===== config.mk =====
export PLATFORM = sky130hd
export DESIGN_NAME = block_offset_range_fill_core
export DESIGN_NICKNAME = d
export VERILOG_FILES = /design/src/borf_pkg.sv /design/src/borf_ctrl.sv /design/src/borf_dpath.sv /design/src/block_offset_range_fill_core.sv
export SDC_FILE = /design/constraint.sdc
export NUM_CORES = 1
export LEC_CHECK = 0
export ABC_AREA = 0
export BUFFER_PORTS_ARGS = -buffer_cell sky130_fd_sc_hd__buf_2
export CORE_ASPECT_RATIO = 0.9
export CORE_UTILIZATION = 35
export CTS_CLUSTER_DIAMETER = 120
export DETAILED_ROUTE_END_ITERATION = 16
export PLACE_DENSITY = 0.58
export SETUP_SLACK_MARGIN = 0.1
export SLEW_MARGIN = 40
export SYNTH_ARGS = -nofsm -noshare
export SYNTH_HDL_FRONTEND = slang
export SYNTH_SLANG_ARGS = --single-unit

===== constraint.sdc =====
create_clock -name clk -period 19.6 [get_ports clk]
set_input_delay 2.94 -clock clk [delete_from_list [all_inputs] [get_ports clk]]
set_output_delay 2.94 -clock clk [all_outputs]
set_load 0.01 [all_outputs]

===== src/borf_pkg.sv =====
`default_nettype none
// ----------------------------------------------------------------------------
// borf_pkg: shared types for the block offset range fill core
// Transaction payloads, field widths and controller/datapath handshake types.
// ----------------------------------------------------------------------------
package borf_pkg;

    localparam int unsigned IN_W     = 32;
    localparam int unsigned CARD_W   = 29;
    localparam int unsigned FILL_W   = 8;
    localparam int unsigned CFG_W    = 3;
    localparam logic [CFG_W-1:0] CFG_RESET = 3'd6;

    typedef struct packed {
        logic [IN_W-1:0] block_start;
        logic [IN_W-1:0] block_end;
    } item_t;

    typedef struct packed {
        logic [CARD_W-1:0] first_card;
        logic [CARD_W-1:0] final_card;
        logic [FILL_W-1:0] fill_value;
        logic              skipped;
        logic              last_of_run;
    } result_t;

    typedef struct packed {
        logic load;
        logic align;
        logic first;
        logic step;
    } dp_cmd_t;

    typedef struct packed {
        logic first_last;
        logic range_last;
    } dp_sts_t;

endpackage
`default_nettype wire


===== src/borf_ctrl.sv =====
`default_nettype none
// ----------------------------------------------------------------------------
// borf_ctrl: sequencer for the range fill run
// Steps through load, alignment, first fill and the backskip ranges.
// ----------------------------------------------------------------------------
module borf_ctrl
    import borf_pkg::*;
(
    input  wire logic    clk,
    input  wire logic    rst_n,
    input  wire logic    start,
    output logic         busy,
    output dp_cmd_t      cmd,
    input  wire dp_sts_t sts
);

    typedef enum logic [3:0] {
        S_IDLE  = 4'b0001,
        S_ALIGN = 4'b0010,
        S_FIRST = 4'b0100,
        S_RANGE = 4'b1000
    } state_t;

    state_t state_reg;
    state_t state_next;

    always_ff @(posedge clk or negedge rst_n)
    begin
        if (!rst_n)
        begin
            state_reg <= S_IDLE;
        end
        else
        begin
            state_reg <= state_next;
        end
    end

    always_comb
    begin
        state_next = state_reg;
        cmd        = '0;
        unique case (state_reg)
            S_IDLE:
            begin
                if (start)
                begin
                    cmd.load   = 1'b1;
                    state_next = S_ALIGN;
                end
            end
            S_ALIGN:
            begin
                cmd.align  = 1'b1;
                state_next = S_FIRST;
            end
            S_FIRST:
            begin
                cmd.first  = 1'b1;
                state_next = sts.first_last ? S_IDLE : S_RANGE;
            end
            S_RANGE:
            begin
                cmd.step = 1'b1;
                if (sts.range_last)
                begin
                    state_next = S_IDLE;
                end
            end
            default:
            begin
                state_next = S_IDLE;
            end
        endcase
    end

    assign busy = (state_reg != S_IDLE);

endmodule
`default_nettype wire


===== src/borf_dpath.sv =====
`default_nettype none
// ----------------------------------------------------------------------------
// borf_dpath: card arithmetic and result register
// Aligns the block start, forms the first fill and walks the backskip ranges.
// ----------------------------------------------------------------------------
module borf_dpath
    import borf_pkg::*;
#(
    parameter int unsigned NUM_POWERS = 14,
    parameter int unsigned LOG_BASE   = 3,
    parameter int unsigned ADDR_W     = 32
)
(
    input  wire logic             clk,
    input  wire logic             rst_n,
    input  wire logic             cfg_we,
    input  wire logic [CFG_W-1:0] cfg_data,
    input  wire item_t            item,
    input  wire dp_cmd_t          cmd,
    output dp_sts_t               sts,
    output result_t               result,
    output logic                  strobe
);

    localparam int unsigned BW    = ADDR_W + 1 + LOG_BASE;
    localparam int unsigned IDX_W = (NUM_POWERS > 1) ? $clog2(NUM_POWERS) : 1;
    localparam logic [IDX_W-1:0] IDX_LAST = IDX_W'(NUM_POWERS - 1);

    logic [CFG_W-1:0]  cwl_reg;
    logic [ADDR_W-1:0] bs_reg;
    logic [ADDR_W-1:0] be_reg;
    logic [ADDR_W-1:0] be_m1_reg;
    logic [ADDR_W:0]   boundary_reg;
    logic [ADDR_W:0]   ocard_reg;
    logic [ADDR_W-1:0] ecard_reg;
    logic [ADDR_W:0]   region_reg;
    logic [BW-1:0]     back_m1_reg;
    logic [IDX_W-1:0]  idx_reg;
    result_t           res_reg;
    logic              strobe_reg;

    logic [FILL_W-1:0] cw;
    logic [ADDR_W:0]   cw_ext;
    logic [ADDR_W:0]   cw_m1;
    logic [ADDR_W:0]   boundary_next;
    logic [ADDR_W:0]   ocard;
    logic [ADDR_W-1:0] ecard;
    logic              no_cross;
    logic              more_cards;
    logic [BW:0]       reach;
    logic              hit;
    logic              run_end;
    logic [BW-1:0]     back_m1_next;
    result_t           res_next;

    assign cw     = FILL_W'(1) << cwl_reg;
    assign cw_ext = (ADDR_W+1)'(cw);
    assign cw_m1  = cw_ext - 1'b1;

    assign boundary_next = ({1'b0, bs_reg} + cw_m1) & ~cw_m1;

    assign ocard      = boundary_reg >> cwl_reg;
    assign ecard      = be_m1_reg >> cwl_reg;
    assign no_cross   = ({1'b0, be_reg} <= boundary_reg);
    assign more_cards = ((boundary_reg + cw_ext) < {1'b0, be_reg});

    assign reach   = (BW+1)'(ocard_reg) + (BW+1)'(back_m1_reg);
    assign hit     = (reach >= (BW+1)'(ecard_reg));
    assign run_end = hit || (idx_reg == IDX_LAST);

    assign back_m1_next = (|back_m1_reg[BW-1 -: LOG_BASE]) ? {BW{1'b1}} :
                          {back_m1_reg[BW-LOG_BASE-1:0], {LOG_BASE{1'b1}}};

    assign sts.first_last = no_cross || !more_cards;
    assign sts.range_last = run_end;

    always_comb
    begin
        res_next = res_reg;
        if (cmd.first)
        begin
            if (no_cross)
            begin
                res_next = '0;
                res_next.skipped     = 1'b1;
                res_next.last_of_run = 1'b1;
            end
            else
            begin
                res_next.first_card  = CARD_W'(ocard);
                res_next.final_card  = CARD_W'(ocard);
                res_next.fill_value  = FILL_W'(boundary_reg - {1'b0, bs_reg});
                res_next.skipped     = 1'b0;
                res_next.last_of_run = !more_cards;
            end
        end
        else if (cmd.step)
        begin
            res_next.first_card  = CARD_W'(region_reg);
            res_next.final_card  = hit ? CARD_W'(ecard_reg) : CARD_W'(reach);
            res_next.fill_value  = cw + FILL_W'(idx_reg);
            res_next.skipped     = 1'b0;
            res_next.last_of_run = run_end;
        end
    end

    always_ff @(posedge clk or negedge rst_n)
    begin
        if (!rst_n)
        begin
            cwl_reg    <= CFG_RESET;
            strobe_reg <= 1'b0;
        end
        else
        begin
            if (cfg_we)
            begin
                cwl_reg <= cfg_data;
            end
            strobe_reg <= cmd.first | cmd.step;
        end
    end

    always_ff @(posedge clk)
    begin
        res_reg <= res_next;
        if (cmd.load)
        begin
            bs_reg <= item.block_start[ADDR_W-1:0];
            be_reg <= item.block_end[ADDR_W-1:0];
        end
        if (cmd.align)
        begin
            boundary_reg <= boundary_next;
            be_m1_reg    <= be_reg - 1'b1;
        end
        if (cmd.first)
        begin
            ocard_reg   <= ocard;
            ecard_reg   <= ecard;
            region_reg  <= ocard + 1'b1;
            back_m1_reg <= BW'({LOG_BASE{1'b1}});
            idx_reg     <= '0;
        end
        else if (cmd.step)
        begin
            region_reg  <= (ADDR_W+1)'(reach + 1'b1);
            back_m1_reg <= back_m1_next;
            idx_reg     <= idx_reg + 1'b1;
        end
    end

    assign result = res_reg;
    assign strobe = strobe_reg;

endmodule
`default_nettype wire


===== src/block_offset_range_fill_core.sv =====
`default_nettype none
// ----------------------------------------------------------------------------
// block_offset_range_fill_core: card table range fills for one heap block
// Turns a block's word offsets into first-card offset and backskip fills.
//
//   Channel  Signals                   Transaction
//   -------  ------------------------  ---------------------------------
//   item     start, busy, item         start && !busy
//   result   strobe, result            strobe (one cycle, no stall)
//   config   cfg_valid, cfg_ready,     cfg_valid && cfg_ready
//            cfg_data
//
// An item runs through load, alignment of the start to a card boundary and the
// first fill, then the backskip ranges (0 to NUM_POWERS) from the sequencer's
// step loop. The first result is registered by the first-fill step and
// later results follow one per cycle.
// Reset sets card_words_log to 6 and returns the sequencer to idle.
// Results cannot be held off; a new item may be taken while the last one
// still sits in the output register.
// ----------------------------------------------------------------------------
module block_offset_range_fill_core
    import borf_pkg::*;
#(
    parameter int unsigned NUM_POWERS     = 14,
    parameter int unsigned LOG_BASE       = 3,
    parameter int unsigned WORD_ADDR_BITS = 32
)
(
    input  wire logic             clk,
    input  wire logic             rst_n,
    input  wire logic             start,
    output logic                  busy,
    input  wire item_t            item,
    output logic                  strobe,
    output result_t               result,
    input  wire logic             cfg_valid,
    output logic                  cfg_ready,
    input  wire logic [CFG_W-1:0] cfg_data
);

    localparam int unsigned ADDR_W = (WORD_ADDR_BITS < IN_W) ? WORD_ADDR_BITS : IN_W;

    dp_cmd_t cmd;
    dp_sts_t sts;
    logic    busy_int;

    assign cfg_ready = 1'b1;
    assign busy      = busy_int;

    borf_ctrl u_ctrl
    (
        .clk   (clk),
        .rst_n (rst_n),
        .start (start),
        .busy  (busy_int),
        .cmd   (cmd),
        .sts   (sts)
    );

    borf_dpath #(
        .NUM_POWERS (NUM_POWERS),
        .LOG_BASE   (LOG_BASE),
        .ADDR_W     (ADDR_W)
    ) u_dpath
    (
        .clk      (clk),
        .rst_n    (rst_n),
        .cfg_we   (cfg_valid & cfg_ready),
        .cfg_data (cfg_data),
        .item     (item),
        .cmd      (cmd),
        .sts      (sts),
        .result   (result),
        .strobe   (strobe)
    );

endmodule
`default_nettype wire


# After elaboration in Yosys (flattened, before gate mapping)
# Cells that the tools add are included.
word_totals:
  register_bits: 339
  inputBits: 71
  out_inout_bits: 71
  wordCells: 66
op_classes:
  addsub: 10
  n_lt_le_gt_ge: 3
  n_eq_ne: 8
  n_shift: 3
  n_mux: 16
  bitwise: 3
  n_reduce_logical: 6
ops:
  columns: ["operator", "count"]
  rows:
  - ["68-bit two-way mux", 3]
  - ["29-bit two-way mux", 3]
  - ["29-bit by 1-bit adder with 29-bit output, second input constant", 2]
  - ["33-bit by 36-bit adder with 37-bit output", 1]
  - ["37-bit by 32-bit greater-or-equal comparator with 1-bit output", 1]
  - ["36-bit two-way mux", 1]
  - ["32-bit by 33-bit adder with 33-bit output", 1]
  - ["33-bit by 8-bit adder with 33-bit output", 1]
  - ["33-bit AND", 1]
  - ["32-bit by 33-bit less-or-equal comparator with 1-bit output", 1]
  - ["33-bit by 32-bit < comparator with 1-bit output", 1]
  - ["33-bit inverter", 1]
  - ["33-bit by 3-bit >> shifter with 33-bit output", 1]
  - ["32-bit by 3-bit >> shifter with 32-bit output", 1]
  - ["32-bit by 1-bit subtractor with 32-bit output, second input constant", 1]
  - ["4-bit case mux with 4 select lines", 1]
  - ["4-bit two-way mux", 3]
  - ["8-bit by 1-bit subtractor with 9-bit output, second input constant", 1]
  - ["8-bit by 4-bit adder with 8-bit output", 1]
  - ["4-bit equality test, second input constant", 2]
  - ["1-bit by 3-bit << shifter with 8-bit output, first input constant", 1]
  - ["8-bit subtractor", 1]
  - ["1-bit two-way mux", 5]
  - ["4-bit by 1-bit adder with 4-bit output, second input constant", 1]
  - ["other kinds (12)", 13]

# Longest topological paths before layout
# Gate-level depths: netlist of run 1.
depth:
  word_depth: 7
  ltp_mapped: 32
  ltp_nobuf: 24

# Hierarchy
# A second synthesis of run 1 with hierarchy kept.
hier_totals:
  hier_cells: 2107
  hier_area_um2: 21934.8
by_module_without_submodules:
  columns: ["mod", "instances", "cells_per_inst", "area_each_um2", "seq_area_each_um2"]
  rows:
  - ["borf_dpath", 1, 2087, 21723.3, 9141.3]
  - ["borf_ctrl", 1, 18, 200.2, 101.3]
  - ["block_offset_range_fill_core", 1, 2, 11.3, 0.0]

# Worst setup path before layout of run 1
# Ideal clock, no wire load.
synth_timing:
  path_kind: "register to register"
  startpoint: "register u_ctrl.state_reg[3]"
  endpoint: "register u_ctrl.state_reg[0]"
  setup_time_ns: 0.320
  arrival_ns: 7.668
  required_time_ns: 19.280
  setup_slack_ns: 11.612
  stages_incl_launch_ff: 3
  n_path_buf: 0
  synth_period_minus_slack_ns: 7.988
  path_cell_list: "dfrtp_1 -> nor4b_1 -> o31ai_1"
synth_between:
  elab_chain_cells: 3
  word_cells_on_any_way: 8
  cone_classes: "6 x eq/ne; 1 x mux; 1 x reduce/logical"
synth_rtl:
  columns: ["element", "line", "source"]
  rows:
  - ["from (decl)", "borf_ctrl.sv:24", "state_t state_reg;"]
  - ["from (signal assigned)", "borf_ctrl.sv:35", "state_reg <= state_next;"]
  - ["4-bit equality test / 4-bit by 1-bit equality test with 1-bit output (equally long branches)", "borf_ctrl.sv:43", "unique case (state_reg)"]
  - ["2-bit by 1-bit inequality test with 1-bit output (no source line) / 2-bit inequality test (equally long branches)", null, null]
  - ["2-bit AND reduction (no source line)", null, null]
# Several ways; a longest one is shown, not always the timed one.
# A chain may end at the register's enable or synchronous reset.

==> results.md, run 1 <==
* Part of the cycle the worst path needs at 31.3%
* Final design area excluding fillers at around 24000 µm²
* Reg-to-reg slack, setup at 13460 ps
* Wire length of the first global-routing pass at 91000 µm
* GPL Wtd Cong at 0.916
* Beginning of the worst register-to-register path: u_dpath.cwl_reg[1]
* Most frequently used flop master after synthesis: sky130_fd_sc_hd__edfxtp_1
* Latest clock arrival within the worst-skew pair at 580 ps
* Global-route total usage across every layer at between 10% and 20%
* Post-detailed-route DRC marker count at 0
* Layout cell share with drive strength beyond 1 at 14.3%
* Synth Net Count at 2347
* Max Clock Skew at 31.0 ps
* Data required time at the worst endpoint at ~20000 ps
* Multi-input combinational cell area at 11400 µm²
* Slew at the pin closest to its max-slew limit at between 800 and 900 ps
* Chip Width at 264 µm
* Share of total power consumed by net switching at a little over a third
* Slowest cell on crit path: sky130_fd_sc_hd__buf_4
* Final net count at roughly 2.5k
* Leakage power total at around 10 nW
* Fin. max-slew vios at 0
* Post-route ant nets at 0
* FP Rows at 85
* DRT iter0 DRCs at 1281
* Final hold violation count at 0
* Capture point of the worst reg-to-reg path: u_dpath.result[0]
* Mean area per synthesized cell at roughly 10 µm²
* Worst Hold Path Cells at 1
* Family with the most delay on the worst path: compound AO/OA/AOI/OAI gates
* Diode insertion count for antenna repair at 0
* Net Sw Power at roughly 0.96 mW
* EDFF count, synth at 291
* Maximum fanout encountered on the critical timing path at 65
* Power density over the cells at 108 nW/µm²
* Clock slew seen by the registers of the worst setup and hold paths at 60 ps
* Setup repair after global routing missed its margin: no
* Relative slew margins at 40.0%
* Fmax at 0.163 GHz
* TritonCTS clock tree: done
* Number of clock sinks seen by CTS at ~310
* Worst Hold Path EP: u_dpath.result[48]
* Worst min-delay path category: flip-flop to flip-flop
* Crit path launch type: flip-flop
* Worst setup EP type: flip-flop
* Placed cell areas at 23000 µm²
* Number of buffer and inverter instances along the worst setup path at 2
* Sequential power share at ~38%
* Final setup violating endpoints at 0
* Vias in the first global route at roughly 16k
* Outcome: completed
* Routed wire length at 58900 µm
* Maximum resistive drop on vdd at 82.4 µV
* Worst reg2reg path depth at 24
* Total Neg Setup Slack at 0 ps
* Final worst slack at between 10000 and 15000 ps
* Post-synth ARST share at 2.55%
* Number of primary I/O pins at 142
* Portion of total power attributed to the clock network at 27.1%
* Gr ovfl total at 0
* Arrival time of the worst setup path at 6460 ps
* Placeable core region at 60400 µm²
* Design Power at 2.62 mW
* Final Critical Period at 6140 ps
* Initial Util at 35.7%
* Combinational share of power at 35.4%
* Cell with the most instances on the worst path: sky130_fd_sc_hd__a21oi_1
* Number of antenna violations at the first check in global routing at 0
* Part of the Yosys area used for sequential elements at 42.8%
* Die Height at approximately 240 µm
* Floorplan die area at between 60000 and 70000 µm²
* Maximum number of pins on one net before global-route repair at 72
* Synthesized cell area at 21600 µm²
* Post-placement setup slack at about 14000 ps
* H-tree depth reported by CTS at 2
* Post-synthesis sequential element count at 314
* Buffer count from post-CTS setup fixing at 0
* Yosys synthesis warning count at 0
* Clock root buffer: sky130_fd_sc_hd__clkbuf_16
* Start point of the worst min-delay path: u_dpath.region_reg[9]
* HPWL after DPL at between 40000 and 50000 µm
* Post-Route Hold Slack at 521 ps
* Count of max-cap constraint violations at 0
* Area occupied by registers at 9250 µm²
* Buffers from clock root to sink, at most at 3
* Internal power at 1.66 mW
* Vias after detailed routing at around 16k
* Number of cells in the design after placement at a little under 3k
* Distinct cell type count after synthesis at 105
* Setup crit start: u_dpath.cwl_reg[1]
* Area growth syn-to-layout at 12.3%
* Post-route core utilization at 40.1%
* Post-detailed-route via-to-cell ratio at 5.38
* Average wire per cell in the routed design at 19.5 µm
* Count of input and output buffers at 140
* Cells along the critical path: buf_4, nor2_1, nand2_1, inv_1, ha_1, fa_1, o21ai_0, o21ai_0, a32o_1, o2111ai_1, nand4b_1, a21oi_1, nor2_1, nand2_1, xnor2_1, ha_1, a21o_1, a21o_1, a21oi_1, a21oi_1, o21ai_0, a21oi_1, a211o_1, o31a_1
* Fill cell count at 5876
* Number of buffers added by the clock tree synthesis step at 38
* Final non-filler cell total at roughly 3k
* Setup CP Type: flip-flop to flip-flop
* Router iterations before antenna repair at 6
* Flip-flop count of the largest register after layout at 68
* Cell count after synthesis at 2097
* CTS hold repair buffers at 0
* Max stage delay on crit path at about 560 ps
* PostCTS Resize Cnt at 0
## final cells by class
cell class	count	share of cell area [%]
multi-input combinational	1543	46.8
sequential	314	38.2
clock buffer	44	4.11
tap	783	4.04
timing repair buffer	157	3.48
inverter	154	2.40
clock inverter	26	0.971
## per-layer routing
metal / vias up / GRT usage, % / wire, µm
met5: - / 0 / 0
li1: 7979 / - / -
met2: 467 / 29.2 / 25900
met3: 77 / 2.68 / 3010
met4: 0 / 5.83 / 1600
met1: 7718 / 26.4 / 28300
## worst max-delay path by stage
stage                          end  slack [ps]  cells past startpoint
4_1_cts          u_dpath.result[0]       13540                     24
3_5_place_dp     u_dpath.result[0]       13570                     21
6_report         u_dpath.result[0]       13460                     24
5_1_grt          u_dpath.result[0]       12990                     24
3_3_place_gp     u_dpath.result[0]       13680                     24
2_1_floorplan  u_ctrl.state_reg[0]       11610                      2
## worst reg2reg max path, stage by stage (launching register included)
cell and delay [ps]:
sky130_fd_sc_hd__dfstp_2 510, sky130_fd_sc_hd__buf_4 560, sky130_fd_sc_hd__nor2_1 180, sky130_fd_sc_hd__nand2_1 170, sky130_fd_sc_hd__inv_1 130, sky130_fd_sc_hd__ha_1 240
sky130_fd_sc_hd__fa_1 450, sky130_fd_sc_hd__o21ai_0 170, sky130_fd_sc_hd__o21ai_0 100, sky130_fd_sc_hd__a32o_1 300, sky130_fd_sc_hd__o2111ai_1 200, sky130_fd_sc_hd__nand4b_1 140
sky130_fd_sc_hd__a21oi_1 480, sky130_fd_sc_hd__nor2_1 260, sky130_fd_sc_hd__nand2_1 130, sky130_fd_sc_hd__xnor2_1 120, sky130_fd_sc_hd__ha_1 260, sky130_fd_sc_hd__a21o_1 180
sky130_fd_sc_hd__a21o_1 160, sky130_fd_sc_hd__a21oi_1 200, sky130_fd_sc_hd__a21oi_1 90, sky130_fd_sc_hd__o21ai_0 180, sky130_fd_sc_hd__a21oi_1 100, sky130_fd_sc_hd__a211o_1 440
sky130_fd_sc_hd__o31a_1 160
## power groups by stage
stage | clock network [mW] | logic (mW) | registers [mW]
finish | 0.709 | 0.927 | 0.982
global route | 0.750 | 1.03 | 0.993
CTS | 0.731 | 0.926 | 0.982
floorplan | 0 | 0.690 | 0.960
detailed placement | 0 | 0.920 | 0.996
global placement | 0 | 0.904 | 0.994
## cell usage after synthesis (33+ instances only)
| master | number | area (µm²) |
|---|---|---|
| sky130_fd_sc_hd__a21o_1 | 85 | 638 |
| sky130_fd_sc_hd__a21oi_1 | 124 | 621 |
| sky130_fd_sc_hd__clkbuf_1 | 43 | 161 |
| sky130_fd_sc_hd__edfxtp_1 | 291 | 8740 |
| sky130_fd_sc_hd__ha_1 | 175 | 2190 |
| sky130_fd_sc_hd__inv_1 | 153 | 574 |
| sky130_fd_sc_hd__mux2_2 | 37 | 417 |
| sky130_fd_sc_hd__mux2i_1 | 75 | 751 |
| sky130_fd_sc_hd__nand2_1 | 160 | 601 |
| sky130_fd_sc_hd__nand3_1 | 44 | 220 |
| sky130_fd_sc_hd__nand4_1 | 37 | 231 |
| sky130_fd_sc_hd__nor2_1 | 178 | 668 |
| sky130_fd_sc_hd__nor3_1 | 33 | 165 |
| sky130_fd_sc_hd__o21ai_0 | 101 | 505 |
| sky130_fd_sc_hd__xnor2_1 | 117 | 1020 |
| sky130_fd_sc_hd__xor2_1 | 33 | 289 |
## placed cells by master (no fill, tap or decap), types with 7 or more instances in the layout
master                        n
sky130_fd_sc_hd__a221o_1     23
sky130_fd_sc_hd__o21bai_1     8
sky130_fd_sc_hd__a31oi_1     12
sky130_fd_sc_hd__nand4_1     37
sky130_fd_sc_hd__nor4_1      10
sky130_fd_sc_hd__nand3_1     44
sky130_fd_sc_hd__clkbuf_16   39
sky130_fd_sc_hd__a21o_1      85
sky130_fd_sc_hd__a21oi_1    124
sky130_fd_sc_hd__o21a_1      13
sky130_fd_sc_hd__buf_2      140
sky130_fd_sc_hd__edfxtp_1   291
sky130_fd_sc_hd__clkinv_2     9
sky130_fd_sc_hd__and3_1      15
sky130_fd_sc_hd__nand2b_1    18
sky130_fd_sc_hd__mux4_2      13
sky130_fd_sc_hd__mux2i_1     75
sky130_fd_sc_hd__xnor2_1    117
sky130_fd_sc_hd__clkinv_1     7
sky130_fd_sc_hd__ha_1       175
sky130_fd_sc_hd__nand2_1    159
sky130_fd_sc_hd__mux2_2      37
sky130_fd_sc_hd__o211ai_1    11
sky130_fd_sc_hd__and2_1      15
sky130_fd_sc_hd__inv_1      152
sky130_fd_sc_hd__o21ai_0    101
sky130_fd_sc_hd__nor3_1      32
sky130_fd_sc_hd__o31ai_1     10
sky130_fd_sc_hd__a211oi_1    23
sky130_fd_sc_hd__buf_4       13
sky130_fd_sc_hd__xor2_1      33
sky130_fd_sc_hd__a211o_1      7
sky130_fd_sc_hd__nor2b_1     18
sky130_fd_sc_hd__a21boi_0     7
sky130_fd_sc_hd__nor2_1     176
sky130_fd_sc_hd__dfxtp_1     15
## cell families (layout without fill, tap and decap cells)
family	count (synthesis)	in the layout	share of synthesized area [%]
AOI/OAI and AO/OA	497	497	15.5
other	2	2	0.0348
xor gates and xnor gates	151	151	6.17
and+or+nand+nor	586	586	13.3
DFF	314	314	42.8
buffers and inverters	240	381	4.74
muxes	125	125	6.77
adders and majority gates	182	182	10.7
No activity file was read; power rests on OpenSTA's default activity.
==> inputs of run 2 (changes only) <==
Clock period 19.6 ns to 5.7 ns, I/O delays scaled along.
==> results.md, run 2 (same netlist as run 1, synthesis figures left out) <==
* Clock slew seen by the registers of the worst setup and hold paths at 60 ps
* Setup CP Type: flip-flop to flip-flop
* Slowest cell on crit path: sky130_fd_sc_hd__dfstp_2
* Flip-flop count of the largest register after layout at 68
* Placeable core region at between 60000 and 70000 µm²
* Area growth syn-to-layout at 13.7%
* Number of buffers added by the clock tree synthesis step at 38
* Post-detailed-route DRC marker count at 0
* Die Height at 238 µm
* Cells along the critical path: buf_4, clkinv_1, and3_4, ha_1, a21o_1, maj3_2, a21oi_1, a21oi_1, a31o_2, maj3_1, a31o_4, nor2b_1, buf_4, nand3_1, xnor2_1, ha_1, a21o_1, a21o_1, a21oi_1, a21oi_1, o21ai_0, a21oi_1, a211o_2, o31a_1
* Floorplan die area at 62600 µm²
* Leakage power total at about 10 nW
* Destination of the critical timing path: u_dpath.result[0]
* Max stage delay on crit path at 530 ps
* Post-route ant nets at 0
* Net Sw Power at 3.30 mW
* Post-route core utilization at between 40% and 50%
* Worst reg2reg path depth at 24
* DRT iter0 DRCs at 1130
* Post-detailed-route via-to-cell ratio at between 5 and 6
* Final hold violation count at 0
* Sequential power share at 36.7%
* Combinational share of power at 35.5%
* Clock root buffer: sky130_fd_sc_hd__clkbuf_16
* Met2 track demand over resource in global routing at 30.8%
* Final net count at roughly 2.5k
* Number of primary I/O pins at 142
* Global routing met1 resource utilization at 25.9%
* Count of input and output buffers at 140
* Portion of total power attributed to the clock network at 27.8%
* Diode insertion count for antenna repair at 0
* Part of the cycle the worst path needs at between 90% and 100%
* Router iterations before antenna repair at 5
* Slew at the pin closest to its max-slew limit at 788 ps
* GPL Wtd Cong at 0.941
* Total Neg Setup Slack at 0 ps
* Beginning of the worst register-to-register path: u_dpath.cwl_reg[1]
* HPWL after DPL at 46700 µm
* Number of clock sinks seen by CTS at 314
* Capture point of the worst reg-to-reg path: u_dpath.result[0]
* TritonCTS clock tree: done
* Setup crit start: u_dpath.cwl_reg[1]
* Fin. max-slew vios at 0
* FP Rows at 85
* Vias in the first global route at ~16k
* Setup repair after global routing missed its margin: yes
* Wire length of the first global-routing pass at 92600 µm
* Relative slew margins at 46.8%
* Buffers from clock root to sink, at most at 3
* Maximum number of pins on one net before global-route repair at 73
* Worst min-delay path category: primary input to asynchronous set/reset pin
* Routed wire length at 60100 µm
* Fmax at 0.188 GHz
* Design Power at roughly 9 mW
* Latest clock arrival within the worst-skew pair at 570 ps
* Average wire per cell in the routed design at 19.8 µm
* Count of max-cap constraint violations at 0
* Data required time at the worst endpoint at 6020 ps
* Final Critical Period at roughly 5300 ps
* GRT busiest layer: met2
* Power density over the cells at 375 nW/µm²
* Global-route total usage across every layer at approximately a fifth
* Internal power at 5.88 mW
* GRT met3 Usage at 2.79%
* Crit path launch type: flip-flop
* CTS hold repair buffers at 0
* Reg-to-reg slack, setup at 380 ps
* Worst setup EP type: flip-flop
* Initial Util at 35.7%
* Post-Route Hold Slack at 125 ps
* Final setup violating endpoints at 0
* Chip Width at 264 µm
* Outcome: completed
* Most frequent cells in the layout: sky130_fd_sc_hd__edfxtp_1, sky130_fd_sc_hd__nor2_1, sky130_fd_sc_hd__ha_1
* Cell with the most instances on the worst path: sky130_fd_sc_hd__a21oi_1
* Layout cell share with drive strength beyond 1 at between 10% and 20%
* Gr ovfl total at 0
* Number of antenna violations at the first check in global routing at 0
* Max Clock Skew at 25.0 ps
* Maximum fanout encountered on the critical timing path at 14
* Most common cell after layout, fill and taps aside: sky130_fd_sc_hd__edfxtp_1
* Maximum resistive drop on vdd at 252 µV
* Arrival time of the worst setup path at 5650 ps
* Vias after detailed routing at 16.5k
* H-tree depth reported by CTS at 2
* Share of total power consumed by net switching at 36.0%
[run 2: cell types whose count changed in the layout (fill, tap and decap cells not counted), moves of 3 or more]
cell / delta
sky130_fd_sc_hd__clkinv_2: -6
sky130_fd_sc_hd__ha_1: -3
sky130_fd_sc_hd__clkinv_1: -6
sky130_fd_sc_hd__buf_4: +22
sky130_fd_sc_hd__clkbuf_8: +3
sky130_fd_sc_hd__buf_6: -3
sky130_fd_sc_hd__clkbuf_1: +8
sky130_fd_sc_hd__ha_2: +3
[run 2: what timing repair did]
action | 4_1_cts | 5_1_grt
gates resized for setup | 0 | 8
buffers inserted | 0 | 2
setup endpoints to repair | 0 | 29
[run 2: worst min path at each step]
stage | endpoint | slack, ps | cells after the start
after floorplan | u_ctrl.state_reg[2] | 490 | 1
after global placement | u_dpath.result[65] | 510 | 1
after detailed placement | u_dpath.result[46] | 510 | 1
after CTS | u_ctrl.state_reg[2] | 100 | 1
after global routing | u_dpath.cwl_reg[0] | 120 | 1
final | u_ctrl.state_reg[2] | 120 | 1
[run 2: layout make-up]
class	instances	area [µm²]
multi-input cells	1543	11400
clock inverters	15	238
well taps	783	980
repair buffers	177	990
fillers	5882	35900
inverters	154	581
clock buffers	55	1070
flip-flops and latches	314	9250
[run 2: layer usage]
metal | routed length [µm] | vias up
li1 | - | 8019
met1 | 28300 | 7952
met2 | 27100 | 452
met3 | 3040 | 91
met4 | 1660 | 0
met5 | 0 | -
[run 2: worst max-delay path, delay by kind of cell (launching register included)]
family | cells | cell delay [ps]
buffers and inverters | 3 | 510
DFF | 1 | 530
AOI/OAI and AO/OA | 13 | 2280
and+or+nand+nor | 3 | 480
xor gates and xnor gates | 1 | 80
adders and majority gates | 4 | 1200
[run 2: per-stage QoR]
stage	setup WS (ps)	cells	instance area, µm²
3_3_place_gp	193	2968	23100
2_1_floorplan	114	2097	21600
6_report	376	3041	24500
3_5_place_dp	231	2969	23200
5_1_grt	91.5	3041	24500
4_1_cts	193	3039	24500
[run 2: power by group through the flow]
stage                     combinational (mW)  clock, mW  sequential (mW)
after floorplan                         2.38          0             3.29
after global placement                  3.15          0             3.41
after detailed placement                3.23          0             3.41
after CTS                               3.25       2.63             3.36
after global routing                    3.62       2.70             3.40
final                                   3.26       2.56             3.37
